`src/sv/ercf_pkg.sv`:
```
// ercf_pkg: shared types, constants and crc matrix builders for the event
// record fingerprint block
// no dependencies
`timescale 1ns / 1ps

package ercf_pkg;

  // record layout
  localparam int RecordBytes = 64;
  localparam int RecordBits  = RecordBytes * 8;
  localparam int CrcWidth    = 32;
  localparam int MaskWidth   = 64;
  localparam int CountWidth  = 64;

  // reflected crc-32c, no final xor
  localparam logic [CrcWidth-1:0] CrcPoly = 32'h82F6_3B78;
  localparam logic [CrcWidth-1:0] CrcInit = 32'hFFFF_FFFF;

  localparam logic [MaskWidth-1:0] MaskReset = 64'd63;

  typedef enum logic [1:0] {
    ST_ACCEPTED     = 2'd0,
    ST_BAD_TYPE     = 2'd1,
    ST_NONCANONICAL = 2'd2
  } status_t;

  // one row per crc output bit, one column per input bit
  typedef logic [CrcWidth-1:0][RecordBits-1:0] data_rows_t;
  typedef logic [CrcWidth-1:0][CrcWidth-1:0]   init_rows_t;

  // one lsb-first shift of the crc register with a zero input bit
  function automatic logic [CrcWidth-1:0] crc_zero_step(logic [CrcWidth-1:0] c);
    return {1'b0, c[CrcWidth-1:1]} ^ (c[0] ? CrcPoly : '0);
  endfunction

  // contribution of each record bit to the crc, starting from a zero register
  function automatic data_rows_t build_data_rows();
    data_rows_t rows;
    logic [CrcWidth-1:0] col;
    rows = '0;
    col  = CrcPoly;
    for (int i = RecordBits - 1; i >= 0; i--) begin
      for (int j = 0; j < CrcWidth; j++) begin
        rows[j][i] = col[j];
      end
      col = crc_zero_step(col);
    end
    return rows;
  endfunction

  // contribution of each old crc bit after a full record of shifts
  function automatic init_rows_t build_init_rows();
    init_rows_t rows;
    logic [CrcWidth-1:0] c;
    rows = '0;
    for (int k = 0; k < CrcWidth; k++) begin
      c = '0;
      c[k] = 1'b1;
      for (int s = 0; s < RecordBits; s++) begin
        c = crc_zero_step(c);
      end
      for (int j = 0; j < CrcWidth; j++) begin
        rows[j][k] = c[j];
      end
    end
    return rows;
  endfunction

endpackage

```
`src/sv/event_record_crc32c_fingerprint.sv`:
```
// event_record_crc32c_fingerprint: checks event records and folds each
// accepted one into a running crc-32c, with event and byte counters
// depends on ercf_pkg
`timescale 1ns / 1ps

// One event record beat enters per clock while the result side keeps up,
// and each gives one result beat; the block only stalls on back-pressure
// from out_tready. The record is latched in an input register, then the type
// mask and reserved checks and the whole 64-byte crc-32c fold (reflected,
// polynomial 0x82F63B78, start value 0xFFFFFFFF, no final xor) are done as
// one parallel xor matrix into the result register; the 32-bit crc register
// and the two counters are the state carried from one record to the next.
// A rejected record (status 1 bad type, status 2 nonzero reserved field,
// type checked first) leaves crc and counters unchanged and reports their
// current values. allowed_type_mask is written over the cfg port, which is
// always ready, and should only be written while no record is in flight.
module event_record_crc32c_fingerprint (
  input  logic         clk,
  input  logic         rst_n,

  // record input
  input  logic         in_tvalid,
  output logic         in_tready,
  // cmd_seq_num[63:0], order_ident[127:64], other_order_ident[191:128],
  // price_ticks[255:192], qty[319:256], other_qty[383:320],
  // slot_index[415:384], slot_generation[447:416], event_number[479:448],
  // reason_code[487:480], reserved_bits[503:488]
  input  logic [503:0] in_tdata,
  // type_code[7:0]
  input  logic [7:0]   in_tuser,

  // result output
  output logic         out_tvalid,
  input  logic         out_tready,
  // status[1:0], fingerprint[33:2], events_seen[97:34], bytes_seen[161:98],
  // zero[167:162]
  output logic [167:0] out_tdata,

  // allowed_type_mask write
  input  logic         cfg_valid,
  output logic         cfg_ready,
  input  logic [63:0]  cfg_data
);

  localparam int RecBits  = ercf_pkg::RecordBits;
  localparam int CrcW     = ercf_pkg::CrcWidth;
  localparam int CntW     = ercf_pkg::CountWidth;
  // bytes 0-61 carry data, bytes 62-63 are always zero
  localparam int LiveBits = RecBits - 16;

  localparam ercf_pkg::data_rows_t DataRows = ercf_pkg::build_data_rows();
  localparam ercf_pkg::init_rows_t InitRows = ercf_pkg::build_init_rows();

  localparam logic [CntW-1:0] BytesPerRec = CntW'(ercf_pkg::RecordBytes);

  // configuration register
  logic [ercf_pkg::MaskWidth-1:0] mask_r;

  // input stage
  logic                in_vld_r;
  logic [LiveBits-1:0] rec_r;
  logic                resv_nz_r;

  // running state
  logic [CrcW-1:0] crc_r;
  logic [CntW-1:0] events_r;
  logic [CntW-1:0] bytes_r;

  // result stage
  logic                 out_vld_r;
  ercf_pkg::status_t    out_status_r;
  logic [CrcW-1:0]      out_fp_r;
  logic [CntW-1:0]      out_events_r;
  logic [CntW-1:0]      out_bytes_r;

  logic                 adv;
  logic [LiveBits-1:0]  rec_nxt;
  logic [RecBits-1:0]   rec_full;
  logic [7:0]           type_code;
  logic                 type_ok;
  ercf_pkg::status_t    status_nxt;
  logic [CrcW-1:0]      crc_calc;
  logic [CrcW-1:0]      crc_nxt;
  logic [CntW-1:0]      events_nxt;
  logic [CntW-1:0]      bytes_nxt;

  // handshakes
  assign cfg_ready = 1'b1;
  assign adv       = in_vld_r && (!out_vld_r || out_tready);
  assign in_tready = !in_vld_r || adv;

  // little-endian record image: tdata fields then type and reason bytes
  assign rec_nxt = {in_tdata[487:480], in_tuser, in_tdata[479:0]};

  always_ff @(posedge clk) begin
    if (!rst_n) begin
      mask_r <= ercf_pkg::MaskReset;
    end else if (cfg_valid && cfg_ready) begin
      mask_r <= cfg_data;
    end
  end

  // input register
  always_ff @(posedge clk) begin
    if (!rst_n) begin
      in_vld_r <= 1'b0;
    end else if (in_tready) begin
      in_vld_r <= in_tvalid;
    end
  end

  always_ff @(posedge clk) begin
    if (in_tvalid && in_tready) begin
      rec_r     <= rec_nxt;
      resv_nz_r <= |in_tdata[503:488];
    end
  end

  // record checks, type first
  assign type_code = rec_r[487:480];
  assign type_ok   = (type_code[7:6] == 2'b00) && mask_r[type_code[5:0]];

  always_comb begin
    priority if (!type_ok) begin
      status_nxt = ercf_pkg::ST_BAD_TYPE;
    end else if (resv_nz_r) begin
      status_nxt = ercf_pkg::ST_NONCANONICAL;
    end else begin
      status_nxt = ercf_pkg::ST_ACCEPTED;
    end
  end

  // parallel crc fold of the whole record
  assign rec_full = {16'h0000, rec_r};

  always_comb begin
    for (int j = 0; j < CrcW; j++) begin
      crc_calc[j] = (^(rec_full & DataRows[j])) ^ (^(crc_r & InitRows[j]));
    end
  end

  // state update only for accepted records
  always_comb begin
    if (status_nxt == ercf_pkg::ST_ACCEPTED) begin
      crc_nxt    = crc_calc;
      events_nxt = events_r + CntW'(1);
      bytes_nxt  = bytes_r + BytesPerRec;
    end else begin
      crc_nxt    = crc_r;
      events_nxt = events_r;
      bytes_nxt  = bytes_r;
    end
  end

  always_ff @(posedge clk) begin
    if (!rst_n) begin
      crc_r    <= ercf_pkg::CrcInit;
      events_r <= '0;
      bytes_r  <= '0;
    end else if (adv) begin
      crc_r    <= crc_nxt;
      events_r <= events_nxt;
      bytes_r  <= bytes_nxt;
    end
  end

  // result register
  always_ff @(posedge clk) begin
    if (!rst_n) begin
      out_vld_r <= 1'b0;
    end else if (!out_vld_r || out_tready) begin
      out_vld_r <= in_vld_r;
    end
  end

  always_ff @(posedge clk) begin
    if (adv) begin
      out_status_r <= status_nxt;
      out_fp_r     <= crc_nxt;
      out_events_r <= events_nxt;
      out_bytes_r  <= bytes_nxt;
    end
  end

  assign out_tvalid = out_vld_r;
  assign out_tdata  = {6'b0, out_bytes_r, out_events_r, out_fp_r, out_status_r};

  // byte count always tracks the event count
  a_bytes_track: assert property (@(posedge clk) disable iff (!rst_n)
    bytes_r == {events_r[CntW-7:0], 6'b0})
    else $error("byte counter out of step with event counter");

  // a rejected record leaves the crc untouched
  a_reject_holds_crc: assert property (@(posedge clk) disable iff (!rst_n)
    (adv && status_nxt != ercf_pkg::ST_ACCEPTED) |=> $stable(crc_r))
    else $error("crc changed on a rejected record");

  // an accepted record advances the event count by one
  a_accept_counts: assert property (@(posedge clk) disable iff (!rst_n)
    (adv && status_nxt == ercf_pkg::ST_ACCEPTED) |=>
      events_r == $past(events_r) + CntW'(1))
    else $error("event counter did not advance");

  // a result that leaves the block reports the running state it was built with
  a_result_matches_state: assert property (@(posedge clk) disable iff (!rst_n)
    adv |=> (out_fp_r == crc_r && out_events_r == events_r))
    else $error("result beat does not match running state");

endmodule

```
`config.mk`:
```
export PLATFORM = sky130hd
export DESIGN_NAME = event_record_crc32c_fingerprint
export DESIGN_NICKNAME = d
export VERILOG_FILES = /design/src/sv/ercf_pkg.sv /design/src/sv/event_record_crc32c_fingerprint.sv
export SDC_FILE = /design/constraint.sdc
export NUM_CORES = 2
export LEC_CHECK = 0
export CAP_MARGIN = 20
export CORE_MARGIN = 2
export CORE_UTILIZATION = 31
export CTS_CLUSTER_DIAMETER = 30
export CTS_CLUSTER_SIZE = 12
export DETAILED_ROUTE_END_ITERATION = 10
export DONT_BUFFER_PORTS = 1
export HOLD_SLACK_MARGIN = 0.06
export MAX_ROUTING_LAYER = met4
export PLACE_DENSITY = 0.41
export RECOVER_POWER = 50
export SLEW_MARGIN = 10
export SYNTH_ARGS = -nofsm -noshare
export SYNTH_HDL_FRONTEND = slang
export SYNTH_SLANG_ARGS = --single-unit
export TNS_END_PERCENT = 30
```
`constraint.sdc`:
```
create_clock -name clk -period 23 [get_ports clk]
set_clock_uncertainty 0.1 [all_clocks]
set_input_delay 2.3 -clock clk [delete_from_list [all_inputs] [get_ports clk]]
set_output_delay 2.3 -clock clk [all_outputs]
set_load 0.005 [all_outputs]
```
; Word level (Yosys, flattened, before mapping)
; Index checks and enable logic that the tools add are counted.
[op_classes]
add_sub_neg = 2
n_mul = 0
n_div = 0
n_lt_le_gt_ge = 1
eq_ne = 0
shift = 0
mux = 7
bitwise_logic = 32
reduce_logical = 74
[ops]
columns = cell, n
row1 = XOR reduction 512 bit, 32
row2 = XOR reduction 32 bit, 32
row3 = 2-to-1 mux 64 bit, 2
row4 = adder 64 x 1 -> 64 bit (second input constant), 1
row5 = adder 64 x 7 -> 64 bit (second input constant), 1
row6 = 2-to-1 mux 32 bit, 1
row7 = XOR 1 bit, 32
row8 = OR reduction 16 bit, 1
row9 = < comparator 6 x 7 -> 1 bit (second input constant), 1
row10 = binary-select mux 1 bit (select 6 bit), 1
row11 = zero test 2 bit, 2
row12 = 2-to-1 mux 2 bit, 2
row13 = logical AND 1 bit, 3
row14 = zero test 1 bit, 2
row15 = logical OR 1 bit, 2
row16 = 2-to-1 mux 1 bit, 1
[word_totals]
regBits = 885
latchBits = 0
ram_bits = 0
mem_bits_ro = 0
in_bits = 581
output_inout_bits = 171
elab_cells = 128
mem_count = 0

; Depth between registers and ports, before layout
[depth]
ltp_word = 6
depth_mapped = 13
mapped_depth_nobuf = 11

; Least setup slack after synthesis
; No wires, ideal clock.
[synth_timing]
path_kind = input port to flip-flop
startpoint = input port out_tready
endpoint = register rec_r[0] (enable)
setup_ns = 0.924
arrival_time_ns = 13.649
required_time_ns = 21.976
slack_ns = 8.326
cell_stages = 3
path_buffers = 0
path_cell_list = nor2b_1 -> nand2_1 -> and2_1
[synth_between]
elab_chain_len = 4
[synth_rtl]
columns = item, line
row1 = "start, declared", event_record_crc32c_fingerprint.sv:34  ; input logic out_tready,
row2 = logical OR 1 bit, event_record_crc32c_fingerprint.sv:89  ; assign adv = in_vld_r && (!out_vld_r || out_tready);
row3 = logical AND 1 bit, event_record_crc32c_fingerprint.sv:89
row4 = logical OR 1 bit, event_record_crc32c_fingerprint.sv:90  ; assign in_tready = !in_vld_r || adv;
row5 = via in_tready, event_record_crc32c_fingerprint.sv:23  ; output logic in_tready,
row6 = logical AND 1 bit, event_record_crc32c_fingerprint.sv:113  ; if (in_tvalid && in_tready) begin
row7 = "end signal, assigned", event_record_crc32c_fingerprint.sv:114  ; rec_r <= rec_nxt;
row8 = "end, declared", event_record_crc32c_fingerprint.sv:61  ; logic [LiveBits-1:0] rec_r;
; The timed path passes the listed nets, and every way through them passes these cells.
; A chain may end at the register's enable or synchronous reset.

; Worst setup path after layout
[layout_timing]
startpoint = input port out_tready
endpoint = register rec_r[452] (enable)
; Same word-level chain as after synthesis.

==> impl_metrics.ini <==
[grt]
grt_antenna_before_repair = 126
grt_usage_pct = 48.18
grt_pass1_wl_um = 647900
grt_max_degree = 221
grt_pass1_vias = 47260
grt-ovfl-total = 0

[die]
start_util_pct = 31.20
die_h_um = 477.0
ios = 752
dieArea_mm2 = 0.2275
coreArea_mm2 = 0.2223
die-width_um = 477.0
num_rows = 173

[timing]
hold_ws_ps = 376.0
slew_headroom_pct = -160.1
fmax_ghz = 0.1047
worst-slew-pin-transition_ps = 3901
finalSetupViolCount = 0
min_period_ps = 9551
slew_violations = 358
rsz0062_at_grt = no
hold_viol = 0
finalCritPeriodShare_pct = 41.52
setup_tns_ps = 0

[clock_network]
cts_hold_repair.buffers = 0
insertion_delay_ps = 900
clk_path_buf_depth = 3
cts_resized = 0
clkSinkCount = 873
cts_buffers = 203
cts_tree = yes
path_clk_slew_ps = 50
cts-root-buf = clkbuf_16
cts_htree_levels = 4
post_cts_buffers = 0

[logic_synthesis]
seq_area_frac_synth_pct = 34.63
ys.warnings.count = 0
syn_area_mm2 = 0.06935
avgSynthCellArea_um2 = 12.08
synth_enable_flop_cells = 653
synthCells = 5742
synth_seq_cells = 873
synth.distinct_cells = 51
synthArstFlopShare_pct = 0
yosys_most_used_dff = edfxtp_1

[final_layout]
syn_to_final_growth_pct = 19.03
post-route-util_pct = 37.13
finalNetCount = 6448
post-route-cell-area_mm2 = 0.08254
layout_commonest_cell = xnor2_1
mostFrequentLayoutCells = 2202 x xnor2_1, 653 x edfxtp_1, 524 x xnor3_1
drive_gt1_share_pct = 14.34

[pwr]
internal_power_uw = 7899
p_seq_share_pct = 13.3
leakage_uw = 0.03221
p_switching_uw = 6960
swShare_pct = 46.84
power.density_mw_per_mm2 = 180.0
p_comb_share_pct = 65.7
report.power.total_uw = 14860
clkPwrFrac_pct = 21.0
vdd_drop_max_uv = 175.5

[setup_path]
required_ps = 23350
cp_slowest_cell = clkbuf_1
critPathMaxStageDelay_ps = 2880
cp-start-kind = input port
crit_fanout = 81
worstSetupPathType = in -> reg
startpoint = out_tready
crit_chain = nor2b_1 -> nand2_1 -> and2_0 -> clkbuf_1 -> buf_4 -> buf_4
cp.arrival_ps = 9900
critical_path.reg2reg.startpoint = out_tvalid
critical_path.most_common_cell = buf_4
cp-end-kind = flop

[routing]
ant_nets = 0
route.detailed.drc = 0
drt_iter0_drc = 8603
routedWlPerCell_um = 59.58
dr.pass1.iters = 6
totalWireLength_um = 545000
num_vias = 51480
vias_per_cell = 5.627

[placement]
numPortBuffers = 0
gp_congestion = 1.191
dp.final_hpwl_um = 457400
place_area_mm2 = 0.07457

[outcome]
status = finished with violations
violations = capacitance limit, slew limit

[worst_hold_path]
hold_class = reg -> reg
min-delay-start = mask_r[5]

[run]
cap_violations = 9
power by group through the flow:
stage / clock network, uW / registers (uW) / logic, uW
2_1_floorplan: 0 / 1860 / 5430
6_report: 3120 / 1980 / 9760
3_3_place_gp: 0 / 2000 / 9370
5_1_grt: 3250 / 1970 / 9530
4_1_cts: 3160 / 1970 / 9380
3_5_place_dp: 0 / 1990 / 9320
synth_stat cells (all sizes together), types with 4 or more instances:
cell type	number	area [um^2]
xnor3	525	11830
mux2i	82	820.8
clkbuf	341	1281
edfxtp	653	19610
nor2b	68	425.4
nor4	14	87.58
xor3	37	879.6
o21a	6	45.04
xor2	535	4738
nand2	262	983.4
and4	15	131.4
buf	130	676.9
mux4	7	157.7
a22oi	5	37.54
nand4	38	237.7
nor2	118	442.9
and3	31	193.9
inv	16	60.06
and2	102	638.1
nor3	27	140.1
nand3	85	425.4
a211oi	4	30.03
dfxtp	220	4404
or3	29	181.4
xnor2	2297	20280
o21ai	47	235.2
a21boi	27	202.7
sequential cells by signal, indices dropped and copies added, names as in the netlist:
register      count
bytes_r          58
resv_nz_r         1
out_status_r      2
out_events_r     64
crc_r            32
out_tvalid        1
rec_r           496
out_bytes_r      58
in_vld_r          1
mask_r           64
events_r         64
out_fp_r         32
layout make-up:
type	instances	area [um^2]
Fill cell	21580	139800
Multi-Input combinational cell	4393	44010
Timing Repair Buffer	377	2928
Inverter	16	61.31
Antenna cell	126	315.3
Tap cell	2975	3722
Clock inverter	175	2352
Sequential cell	873	24020
Clock buffer	213	5139
per-layer routing:
layer  track usage [%]  share of wire (%)  vias to the layer above
li1                  -                  -                    19240
met1             55.53                 38                    26690
met2             63.18                 39                     4318
met3             20.77                 13                     1226
met4             41.67                 11                        0
met5                 -                  0                        -
cell families after synthesis:
kind of cell    share of synthesized area, %
buf+inv                                2.910
compound gates                        0.8570
flops                                  34.63
other cells                          0.01083
mux                                    1.460
simple gates                           5.676
fa+ha+maj                            0.05413
xor+xnor                               54.41
final timing paths:
kind / to / slack (ps) / cells after the start
worst max-delay path: rec_r[452] / 13450 / 6
worst min-delay path: mask_r[5] / 380 / 2
worst max register to register: rec_r[452] / 14430 / 6
worst min register to register: mask_r[5] / 380 / 2
worst max-delay path, delay by kind of cell:
family / cells / cell delay [ps]
buffers and inverters: 3 / 4870
and+or+nand+nor: 3 / 2440
metrics by stage:
stage / setup WS [ps] / instances
2_1_floorplan: 8326 / 5753
3_3_place_gp: 16390 / 8594
3_5_place_dp: 16310 / 8617
4_1_cts: 17170 / 9005
5_1_grt: 12740 / 9141
6_report: 13450 / 9148
No activity file was read; power rests on OpenSTA's default activity.
